## config.mk

```make
export PLATFORM = sky130hd
export DESIGN_NAME = integer_to_ascii_formatter_unit
export DESIGN_NICKNAME = d
export VERILOG_FILES = /design/src/rtl/itfa_pkg.sv /design/src/rtl/itfa_bcd_cell.sv /design/src/rtl/itfa_bcd_chain.sv /design/src/rtl/integer_to_ascii_formatter_unit.sv
export VERILOG_INCLUDE_DIRS = /design/src /design/src/rtl
export SDC_FILE = /design/constraint.sdc
export NUM_CORES = 1
export LEC_CHECK = 0
export BUFFER_PORTS_ARGS = -buffer_cell sky130_fd_sc_hd__buf_4
export CAP_MARGIN = 20
export CORE_MARGIN = 3
export CORE_UTILIZATION = 56
export DETAILED_ROUTE_END_ITERATION = 7
export PLACE_DENSITY = 0.75
export SETUP_SLACK_MARGIN = 0.1
export SYNTH_ARGS = -nofsm -noshare
export SYNTH_HDL_FRONTEND = slang
export SYNTH_SLANG_ARGS = --single-unit
export TNS_END_PERCENT = 100
```

## constraint.sdc

```tcl
create_clock -name aclk -period 4.3 [get_ports aclk]
set_input_delay 0.645 -clock aclk [delete_from_list [all_inputs] [get_ports aclk]]
set_output_delay 0.645 -clock aclk [all_outputs]
set_load 0.02 [all_outputs]
```

## src/rtl/integer_to_ascii_formatter_unit_assert.svh

```systemverilog
// ----------------------------------------------------------------------------
// integer_to_ascii_formatter_unit assertion macros
// Shorthand for clocked implications, reset-qualified on aresetn.
// ----------------------------------------------------------------------------
`ifndef INTEGER_TO_ASCII_FORMATTER_UNIT_ASSERT_SVH
`define INTEGER_TO_ASCII_FORMATTER_UNIT_ASSERT_SVH

// same-cycle implication
`define ITFA_ASSERT_NOW(name, clk, rstn, pre, post, msg) \
    name: assert property (@(posedge clk) disable iff (!(rstn)) (pre) |-> (post)) \
        else $error(msg);

// next-cycle implication
`define ITFA_ASSERT_NEXT(name, clk, rstn, pre, post, msg) \
    name: assert property (@(posedge clk) disable iff (!(rstn)) (pre) |=> (post)) \
        else $error(msg);

`endif

```

## src/rtl/itfa_pkg.sv

```systemverilog
// ----------------------------------------------------------------------------
// itfa_pkg
// Shared types, constants and helpers of the integer to ascii formatter.
// ----------------------------------------------------------------------------
`default_nettype none

package itfa_pkg;

    localparam int VALUE_W    = 64;
    localparam int FUNC_W     = 2;
    localparam int CHAR_W     = 7;
    localparam int DIGIT_W    = 4;
    localparam int DEC_DIGITS = 20;
    localparam int HEX_DIGITS = 16;
    localparam int CNT_W      = 6;

    localparam logic [FUNC_W-1:0] FUNC_HEX    = 2'd0;
    localparam logic [FUNC_W-1:0] FUNC_DEC    = 2'd1;
    localparam logic [FUNC_W-1:0] FUNC_DEC_NL = 2'd2;

    localparam logic [CHAR_W-1:0] CH_MINUS   = 7'h2D;
    localparam logic [CHAR_W-1:0] CH_ZERO    = 7'h30;
    localparam logic [CHAR_W-1:0] CH_NINE    = 7'h39;
    localparam logic [CHAR_W-1:0] CH_NEWLINE = 7'h0A;
    localparam logic [CHAR_W-1:0] CH_UPPER_A = 7'h41;

    typedef enum logic [2:0] {
        S_IDLE,
        S_CONV,
        S_SIGN,
        S_SKIP,
        S_DIGITS,
        S_HEX,
        S_NL
    } itfa_state_t;

    // control handed along the digit chain
    typedef struct packed {
        logic clear;
        logic bit_shift;
        logic dig_shift;
    } itfa_cell_ctrl_t;

    // upper-case hex character of one nibble
    function automatic logic [CHAR_W-1:0] hex_char(input logic [DIGIT_W-1:0] nib);
        logic [CHAR_W-1:0] c;
        if (nib < 4'd10) begin
            c = CH_ZERO + {3'd0, nib};
        end else begin
            c = CH_UPPER_A + {3'd0, nib - 4'd10};
        end
        return c;
    endfunction

endpackage

`default_nettype wire

```

## src/rtl/itfa_bcd_cell.sv

```systemverilog
// ----------------------------------------------------------------------------
// itfa_bcd_cell
// One decimal digit of the shift-add-3 converter; also shifts digit-wise.
// ----------------------------------------------------------------------------
`default_nettype none

module itfa_bcd_cell (
    input  wire                            aclk,
    input  itfa_pkg::itfa_cell_ctrl_t      ctrl,
    input  wire                            bit_in,
    input  wire  [itfa_pkg::DIGIT_W-1:0]   digit_in,
    output logic [itfa_pkg::DIGIT_W-1:0]   digit,
    output logic                           bit_out
);
    import itfa_pkg::*;

    logic [DIGIT_W-1:0] digit_reg;
    logic [DIGIT_W-1:0] digit_next;
    logic [DIGIT_W-1:0] adj;

    // add 3 when the digit would overflow after doubling
    assign adj     = (digit_reg >= 4'd5) ? digit_reg + 4'd3 : digit_reg;
    assign bit_out = adj[DIGIT_W-1];
    assign digit   = digit_reg;

    always_comb begin
        digit_next = digit_reg;
        if (ctrl.clear) begin
            digit_next = '0;
        end else if (ctrl.bit_shift) begin
            digit_next = {adj[DIGIT_W-2:0], bit_in};
        end else if (ctrl.dig_shift) begin
            digit_next = digit_in;
        end
    end

    always_ff @(posedge aclk) begin
        digit_reg <= digit_next;
    end

endmodule

`default_nettype wire

```

## src/rtl/itfa_bcd_chain.sv

```systemverilog
// ----------------------------------------------------------------------------
// itfa_bcd_chain
// Row of BCD cells: binary bits enter at the low end, digits leave at the top.
// ----------------------------------------------------------------------------
`default_nettype none

module itfa_bcd_chain (
    input  wire                            aclk,
    input  itfa_pkg::itfa_cell_ctrl_t      ctrl,
    input  wire                            bit_in,
    output logic [itfa_pkg::DIGIT_W-1:0]   top_digit,
    output logic                           carry_out
);
    import itfa_pkg::*;

    logic [DIGIT_W-1:0] dig_w [DEC_DIGITS];
    logic               bit_w [DEC_DIGITS];

    // each cell takes bits and digits from its lower neighbor
    for (genvar i = 0; i < DEC_DIGITS; i++) begin : g_cell
        if (i == 0) begin : g_low
            itfa_bcd_cell u_cell (
                .aclk     (aclk),
                .ctrl     (ctrl),
                .bit_in   (bit_in),
                .digit_in ('0),
                .digit    (dig_w[i]),
                .bit_out  (bit_w[i])
            );
        end else begin : g_mid
            itfa_bcd_cell u_cell (
                .aclk     (aclk),
                .ctrl     (ctrl),
                .bit_in   (bit_w[i-1]),
                .digit_in (dig_w[i-1]),
                .digit    (dig_w[i]),
                .bit_out  (bit_w[i])
            );
        end
    end

    assign top_digit = dig_w[DEC_DIGITS-1];
    assign carry_out = bit_w[DEC_DIGITS-1];

endmodule

`default_nettype wire

```

## src/rtl/integer_to_ascii_formatter_unit.sv

```systemverilog
// ----------------------------------------------------------------------------
// integer_to_ascii_formatter_unit
// Prints a 64-bit value as ASCII hex or signed decimal, one char per beat.
// ----------------------------------------------------------------------------
// Usage:
//   s_ channel: one transaction carries the value in s_tdata and the mode in
//   s_tuser (0 hex + newline, 1 signed decimal, 2 signed decimal + newline,
//   3 ignored). s_tready is high only while the unit is idle.
//   m_ channel: one character per transaction in m_tdata[6:0], m_tlast on the
//   final character of the item.
// Sequence:
//   hex: 17 characters (16 digits and a newline), one per cycle while m_tready
//   does not stall; the first is loaded into the output register in S_HEX,
//   the state that follows the input transaction. decimal: bit-serial
//   conversion of all 64 bits in the digit chain (S_CONV), a minus sign if
//   negative (S_SIGN), then leading zero digits are skipped (S_SKIP) and the
//   remaining digits emitted (S_DIGITS), then a newline if asked (S_NL).
//   The next item is accepted as soon as the last character sits in the
//   output register.
// Reset: aresetn low clears the sequencer and the output valid; no clearing
//   pass. Stall: while a character is held with m_tready low, the output
//   register holds and no further character is loaded; none is lost or repeated.
// ----------------------------------------------------------------------------
`default_nettype none

`include "integer_to_ascii_formatter_unit_assert.svh"

module integer_to_ascii_formatter_unit (
    input  wire                             aclk,
    input  wire                             aresetn,
    input  wire                             s_tvalid,
    output logic                            s_tready,
    input  wire  [itfa_pkg::VALUE_W-1:0]    s_tdata,   // [63:0] value
    input  wire  [itfa_pkg::FUNC_W-1:0]     s_tuser,   // [1:0] func
    output logic                            m_tvalid,
    input  wire                             m_tready,
    output logic [7:0]                      m_tdata,   // [6:0] char_code, [7] zero
    output logic                            m_tlast    // last_char
);
    import itfa_pkg::*;

    itfa_state_t         state_reg, state_next;
    logic [CNT_W-1:0]    cnt_reg, cnt_next;
    logic [VALUE_W-1:0]  data_reg, data_next;
    logic                neg_reg, neg_next;
    logic                nl_reg, nl_next;
    logic                m_tvalid_reg, m_tvalid_next;
    logic [CHAR_W-1:0]   m_char_reg, m_char_next;
    logic                m_last_reg, m_last_next;

    logic                out_free;
    logic                s_accept;
    logic [VALUE_W-1:0]  mag;
    itfa_cell_ctrl_t     cell_ctrl;
    logic [DIGIT_W-1:0]  top_digit;
    logic                chain_carry;

    assign out_free = !m_tvalid_reg || m_tready;
    assign s_tready = (state_reg == S_IDLE);
    assign s_accept = s_tvalid && s_tready;
    assign mag      = s_tdata[VALUE_W-1] ? (VALUE_W'(0) - s_tdata) : s_tdata;

    assign m_tvalid = m_tvalid_reg;
    assign m_tdata  = {1'b0, m_char_reg};
    assign m_tlast  = m_last_reg;

    // decimal digit chain
    itfa_bcd_chain u_chain (
        .aclk      (aclk),
        .ctrl      (cell_ctrl),
        .bit_in    (data_reg[VALUE_W-1]),
        .top_digit (top_digit),
        .carry_out (chain_carry)
    );

    // sequencer next state and output register loading
    always_comb begin
        state_next    = state_reg;
        cnt_next      = cnt_reg;
        data_next     = data_reg;
        neg_next      = neg_reg;
        nl_next       = nl_reg;
        m_char_next   = m_char_reg;
        m_last_next   = m_last_reg;
        m_tvalid_next = m_tready ? 1'b0 : m_tvalid_reg;
        cell_ctrl     = '0;

        case (state_reg)
            S_IDLE: begin
                if (s_accept) begin
                    case (s_tuser)
                        FUNC_HEX: begin
                            data_next  = s_tdata;
                            cnt_next   = CNT_W'(HEX_DIGITS - 1);
                            state_next = S_HEX;
                        end
                        FUNC_DEC, FUNC_DEC_NL: begin
                            data_next       = mag;
                            neg_next        = s_tdata[VALUE_W-1];
                            nl_next         = (s_tuser == FUNC_DEC_NL);
                            cnt_next        = CNT_W'(VALUE_W - 1);
                            cell_ctrl.clear = 1'b1;
                            state_next      = S_CONV;
                        end
                        default: begin
                            state_next = S_IDLE;
                        end
                    endcase
                end
            end
            S_CONV: begin
                cell_ctrl.bit_shift = 1'b1;
                data_next           = {data_reg[VALUE_W-2:0], 1'b0};
                if (cnt_reg == '0) begin
                    cnt_next   = CNT_W'(DEC_DIGITS - 1);
                    state_next = neg_reg ? S_SIGN : S_SKIP;
                end else begin
                    cnt_next = cnt_reg - 1'b1;
                end
            end
            S_SIGN: begin
                if (out_free) begin
                    m_tvalid_next = 1'b1;
                    m_char_next   = CH_MINUS;
                    m_last_next   = 1'b0;
                    state_next    = S_SKIP;
                end
            end
            S_SKIP: begin
                // drop leading zeros, keeping at least one digit
                if (top_digit == '0 && cnt_reg != '0) begin
                    cell_ctrl.dig_shift = 1'b1;
                    cnt_next            = cnt_reg - 1'b1;
                end else begin
                    state_next = S_DIGITS;
                end
            end
            S_DIGITS: begin
                if (out_free) begin
                    m_tvalid_next       = 1'b1;
                    m_char_next         = CH_ZERO + {3'd0, top_digit};
                    m_last_next         = !nl_reg && (cnt_reg == '0);
                    cell_ctrl.dig_shift = 1'b1;
                    if (cnt_reg == '0) begin
                        state_next = nl_reg ? S_NL : S_IDLE;
                    end else begin
                        cnt_next = cnt_reg - 1'b1;
                    end
                end
            end
            S_HEX: begin
                if (out_free) begin
                    m_tvalid_next = 1'b1;
                    m_char_next   = hex_char(data_reg[VALUE_W-1 -: DIGIT_W]);
                    m_last_next   = 1'b0;
                    data_next     = {data_reg[VALUE_W-DIGIT_W-1:0], {DIGIT_W{1'b0}}};
                    if (cnt_reg == '0) begin
                        state_next = S_NL;
                    end else begin
                        cnt_next = cnt_reg - 1'b1;
                    end
                end
            end
            S_NL: begin
                if (out_free) begin
                    m_tvalid_next = 1'b1;
                    m_char_next   = CH_NEWLINE;
                    m_last_next   = 1'b1;
                    state_next    = S_IDLE;
                end
            end
            default: begin
                state_next = S_IDLE;
            end
        endcase
    end

    // control registers
    always_ff @(posedge aclk) begin
        if (!aresetn) begin
            state_reg    <= S_IDLE;
            m_tvalid_reg <= 1'b0;
        end else begin
            state_reg    <= state_next;
            m_tvalid_reg <= m_tvalid_next;
        end
    end

    // payload registers
    always_ff @(posedge aclk) begin
        cnt_reg    <= cnt_next;
        data_reg   <= data_next;
        neg_reg    <= neg_next;
        nl_reg     <= nl_next;
        m_char_reg <= m_char_next;
        m_last_reg <= m_last_next;
    end

    // assertions
    `ITFA_ASSERT_NEXT(a_hex_start, aclk, aresetn, s_accept && s_tuser == FUNC_HEX,
        state_reg == S_HEX, "hex item did not start hex output")
    `ITFA_ASSERT_NEXT(a_conv_end, aclk, aresetn, state_reg == S_CONV && cnt_reg == '0,
        state_reg == S_SIGN || state_reg == S_SKIP, "conversion did not end after 64 bits")
    `ITFA_ASSERT_NOW(a_no_overflow, aclk, aresetn, state_reg == S_CONV,
        !chain_carry, "digit chain overflowed")
    `ITFA_ASSERT_NOW(a_last_char, aclk, aresetn, m_tvalid && m_tlast,
        m_char_reg == CH_NEWLINE || (m_char_reg >= CH_ZERO && m_char_reg <= CH_NINE),
        "final character is neither newline nor digit")

endmodule

`default_nettype wire
```

# After elaboration in Yosys (flattened, before gate mapping)

Index checks and enable logic that the tools add are counted.

Register bits after elaboration: 164
Latch bits: 0
RAM bits: 0
ROM bits: 0
Input port bits: 70
Memories: 0

$add $sub $neg: 26
$mul: 0
Divide/modulo/power cells: 0
Order comparisons: 21
Equality and inequality tests: 22
Shifts and indexed selects: 0
Mux-type cells: 105
Bitwise gates (word level): 0
Reduce and logical (&&, ||, !) cells: 26

Operators with widths:

| kind                  | count |
|---|---|
| $mux 4                | 59 |
| $mux 64               | 3 |
| $pmux 64 s3           | 1 |
| $pmux 64 s2           | 1 |
| $ge 4x3->1 const B    | 20 |
| $add 4x2->4 const B   | 19 |
| $sub 1x64->64 const A | 1 |
| $mux 7                | 5 |
| $mux 3                | 11 |
| $mux 6                | 5 |
| $pmux 7 s4            | 1 |
| $pmux 6 s4            | 1 |
| $pmux 3 s7            | 1 |
| $ne 2x2->1 const B    | 10 |
| $add 6x4->7 const A   | 2 |
| $mux 1                | 13 |
| $pmux 6 s2            | 1 |
| $eq 3x3->1 const B    | 3 |
| $reduce_and 9->1      | 1 |
| $reduce_and 4->1      | 2 |
| $reduce_bool 4->1     | 2 |
| $add 7x4->7 const A   | 1 |
| $eq 3x2->1 const B    | 2 |
| $logic_not 6->1       | 1 |
| 26 further kinds      | 34 |

# Logic depth before layout (Yosys ltp)

Depth in word-level cells: 6
Depth in mapped cells: 10
Mapped depth without buffers: 8

# Modules after synthesis

A second synthesis with hierarchy kept.

Cells, all modules: 1358
Area total of the unflattened synthesis: 11631.2 um^2

Modules (own cells, without submodules):

| module                          | instances | cells each | area an instance (um^2) |
|---|---|---|---|
| integer_to_ascii_formatter_unit | 1         | 657        | 6022.0 |
| itfa_bcd_cell                   | 20        | 35         | 280.3 |
| itfa_bcd_chain                  | 1         | 1          | 3.8 |

# Worst setup path after synthesis

No wires, ideal clock.

Path kind: input-to-reg
Start point: input s_tuser[0] (netlist bit)
End point: register data_reg[0], enable pin
Library setup time: 0.486 ns
Arrival time: 4.059 ns
Required time: 3.814 ns
Path slack: -0.245 ns
Stages: 6
Path buffers: 0
Cells stage by stage: inv_1 > ha_1 > o21ai_0 > a21oi_1 > a21oi_1 > nor2_1

Word-level cells in the longest chain between the ends: 4
Elaborated cells on any way between the ends: 6
Classes of those cells: eq/ne: 3; reduce/logical: 3

RTL lines:

| what                                     | line                                   | text |
|---|---|---|
| from (decl)                              | integer_to_ascii_formatter_unit.sv:34  | `input wire [itfa_pkg::FUNC_W-1:0] s_tuser,` |
| $eq 2x2->1 or $eq 2x1->1 (tied branches) | integer_to_ascii_formatter_unit.sv:91  | `case (s_tuser)` |
| $reduce_or 2->1                          | integer_to_ascii_formatter_unit.sv:91  |  |
| $ne 3x1->1 (no line) *                   | -                                      |  |
| $reduce_and 4->1 (no line) *             | -                                      |  |
| to (signal assigned)                     | integer_to_ascii_formatter_unit.sv:192 | `data_reg <= data_next;` |
| to (decl)                                | integer_to_ascii_formatter_unit.sv:44  | `logic [VALUE_W-1:0] data_reg, data_next;` |

Mark *: on every way between the ends. The rest lies on a longest branch, timed or not.
A chain may end at the register's enable or synchronous reset.

# Worst setup path after layout

Start point: register state_reg[1]
End point: register u_chain.g_cell[13].g_mid.u_cell.digit_reg[2]

Word-level cells in the longest chain between the ends: 4
Elaborated cells on any way between the ends: 11
Classes of those cells: eq/ne: 3; mux: 5; reduce/logical: 3

RTL lines:

| what                                                               | line                                   | text |
|---|---|---|
| from (decl)                                                        | integer_to_ascii_formatter_unit.sv:42  | `itfa_state_t state_reg, state_next;` |
| from (signal assigned)                                             | integer_to_ascii_formatter_unit.sv:184 | `state_reg <= state_next;` |
| parallel branches: the longest is 4 deep, another holds $eq 3x3->1 | -                                      |  |
| to (signal assigned)                                               | itfa_bcd_cell.sv:38                    | `digit_reg <= digit_next;` |
| to (decl)                                                          | itfa_bcd_cell.sv:17                    | `logic [DIGIT_W-1:0] digit_reg;` |

Parallel ways; which one is timed is not known.

==> results.md <==
- Outcome: finished with violations
- Failing checks: DRC
- Fmax: between 300 and 400 MHz
- Hold path depth: 1
- Core Box Area: 19,500 um^2
- Adder-Cell Fraction of Synth Area: 0.0570
- DRT antenna net count: 0
- Largest family of logic cells by synthesized area: compound AO/OA/AOI/OAI gates
- Remaining global-route overflow: 0
- Register area share after synthesis: 0.365
- Final Instance Area: around 13,000 um^2
- R2r endpoint: u_chain.g_cell[13].g_mid.u_cell.digit[2]
- Antenna Cells: 0
- Synth Area in Simple Gates: 0.192
- Post-CTS Resized: 0
- # hold bufs at CTS: 0
- Final Setup Violations: 0
- DRT iter0 DRCs: 1,021
- Clock power frac: 0.166
- Critical path, cell by cell: inv_1 > nand2_1 > nor3_1 > a21o_2 > buf_12 > nor2_1 > a211oi_1
- Detailed-route via count: approximately 10,000
- Relative slew slack: 0.379
- Layout cells sized above 1: 0.110
- GP Congestion: slightly above 0.9
- Power Dens Cells: 757 nW/um^2
- Post-Syn Area: roughly 11,000 um^2
- Fin crit share: 0.726
- Buf+Inv Stages, Crit Path: 2
- Post-DP HPWL: about 19,000 um
- Worst setup path start: state_reg[1]
- # IOs: just over 80
- Fraction of registers with async set/reset: 0
- Final Max Slew Viols: 0
- GRT Overall Usage: 0.262
- Critical path required time: around 4600 ps
- Full die area: 21,700 um^2
- Startpoint types: flip-flop
- CTS H-tree lvls: 4
- Num rows: 51
- Worst hold path class: primary input to flip-flop
- Max IR drop VDD: approximately 450 uV
- Max stage delay on crit path: between 600 and 700 ps
- Number of synthesized flops with an enable pin: 80
- CTS sink count: approximately 160
- Clock Latency Late Sink: about 430 ps
- Total power: 9.55 mW
- DR pass1 iterations: 8
- Max-cap viol count: 0
- Fin. Hold Viols: 0
- Antenna violations before repair: 0
- Fin nets: around 1,500
- Fill cells: around 1,700
- Multiplexer area fraction after synthesis: 0.0340
- CTS tree: built
- Sum of negative setup slack: 0 ps
- Count of different cell masters after synthesis: 68
- Synth-to-layout area growth: 12.8%
- Die height: ~150 um
- Die W: 147 um
- Vias per cell: about 6.3
- Reg2reg start: state_reg[1]
- Switching Share: 0.434
- Kind of critical path: flip-flop to flip-flop
- Starting density of the core: 0.573
- Vias in the first global route: 9,661
- Sequential Power Share: 0.355
- Drt drc: 1
- Internal cell power: roughly 5.4 mW
- Leak Pwr: around 4.6 nW
- Worst reg2reg path depth: 7
- RSZ-0062 raised after global routing: no
- First-pass GRT wire length: 47,800 um
- Post-synthesis cell count: 1,313
- Worst hold margin: between 400 and 500 ps
- Crit path capture type: flip-flop
- Area share of xor/xnor cells in the synthesized design: 0.0524
- Clock skew: 10.7 ps
- CP top delay family: compound AO/OA/AOI/OAI gates
- Syn Area/Cell: ~8.5 um^2
- Slowest CP cell: a21o_2
- Max Buffers Root-to-Sink: 2
- Seq cells post-synth: around 160
- Largest register FFs: between 70 and 80
- Worst-path fanout max: 40
- CTS Root Cell: clkbuf_16
- Final worst path period need: around 3100 ps
- Yosys warns: 0
- Critical Path Stages: 7
- Combinational fraction of design power: 0.478
- CP endpoint: u_chain.g_cell[13].g_mid.u_cell.digit[2]
- Largest net degree at the start of global routing: 81
- Prevailing post-synth register cell: dfxtp_1
- Area after DPL: approximately 12,000 um^2
- Wire length per cell: approximately 17 um
- Synthesized Nets: 1,434
- Post-Route WL: 28,500 um
- Net load switching power: roughly 4.1 mW
- Compound-Gate Fraction of Synth Area: 0.254
- Critical path arrival: ~3500 ps
- Inserted Clock Buffers: 17
- Worst-path clk slew: approximately 60 ps
- Reg-to-reg setup timing slack: about 1200 ps
- Port bufs: approximately 80
- Commonest non-fill, non-tap cell in the layout: nor2_1
- Post-CTS Setup Bufs: 0
- Worst-margin pin slew: ~930 ps
- Most frequent cells in the layout: nor2_1, a21oi_1, o21ai_0
==> routing by layer <==
metal,global-route usage,vias up,part of all wire
met4,0.0918,0,0.020
met5,0,-,0
met3,0.0405,42,0.068
met2,0.430,385,0.48
met1,0.356,4817,0.43
li1,-,5002,-
==> cells in the mapped netlist (3+ instances only) <==
cell	instances	share of area
nand3_1	38	0.017
ha_1	51	0.057
o31ai_1	12	0.0080
nand2b_1	41	0.023
or4_4	6	0.0060
or4_1	3	0.0020
and3_1	23	0.013
nor3_1	53	0.024
o21ai_1	3	0.0013
and2_1	7	0.0039
dfxtp_1	84	0.15
a211o_1	3	0.0023
clkbuf_1	71	0.024
buf_1	4	0.0013
xnor2_1	49	0.038
a31oi_1	4	0.0022
nor2_1	131	0.044
a22oi_1	14	0.0094
a211oi_1	91	0.061
nand2_1	52	0.017
o211ai_1	21	0.014
nand4_1	9	0.0050
a222oi_1	20	0.018
mux2i_1	38	0.034
xor2_1	18	0.014
nor4_1	9	0.0050
o21ai_0	114	0.051
a221oi_1	3	0.0023
inv_1	53	0.018
nor2b_1	11	0.0061
a21o_1	4	0.0027
edfxtp_1	80	0.21
a2bb2oi_1	17	0.013
or3_1	17	0.0095
a21oi_1	114	0.051
==> per-stage QoR <==
step / utilization / instances / setup WS [ps]
final: 0.647 / 1627 / 1180
after CTS: 0.647 / 1627 / 1240
after floorplan: - / 1313 / 823
after detailed placement: 0.616 / 1596 / 1250
after global placement: 0.616 / 1596 / 1270
after global routing: 0.647 / 1627 / 899
==> power by group through the flow <==
| stage | clock network [mW] | logic (mW) | registers [mW] |
|---|---|---|---|
| finish | 1.59 | 4.57 | 3.39 |
| global route | 1.67 | 5.19 | 3.51 |
| CTS | 1.61 | 4.57 | 3.38 |
| detailed placement | 0 | 4.54 | 3.40 |
| global placement | 0 | 4.41 | 3.38 |
| floorplan | 0 | 3.57 | 3.14 |
==> layout make-up <==
cell class	count	area (um^2)	area share
Sequential cell	164	4090	0.323
Tap cell	265	332	0.0263
Multi-Input combinational cell	1015	6640	0.526
Clock buffer	28	541	0.0428
Clock inverter	3	65.1	0.00515
Inverter	56	210	0.0166
Timing Repair Buffer	96	758	0.0600
==> worst min-delay path by stage <==
stage,startpoint,to,slack (ps)
final,s_tdata[63],neg_reg,440
after global routing,s_tdata[63],neg_reg,440
after CTS,s_tdata[63],neg_reg,430
after detailed placement,u_chain.g_cell[0].g_low.u_cell.digit[3],u_chain.g_cell[0].g_low.u_cell.digit[3],530
after global placement,u_chain.g_cell[0].g_low.u_cell.digit[3],u_chain.g_cell[0].g_low.u_cell.digit[3],520
after floorplan,u_chain.g_cell[0].g_low.u_cell.digit[3],u_chain.g_cell[0].g_low.u_cell.digit[3],490
==> logic make-up after synthesis <==
group,Yosys count
simple gates,417
fa+ha+maj,51
flops,164
other cells,1
mux,38
compound gates,441
xor+xnor,67
buf+inv,134
No activity file was read; power rests on OpenSTA's default activity.
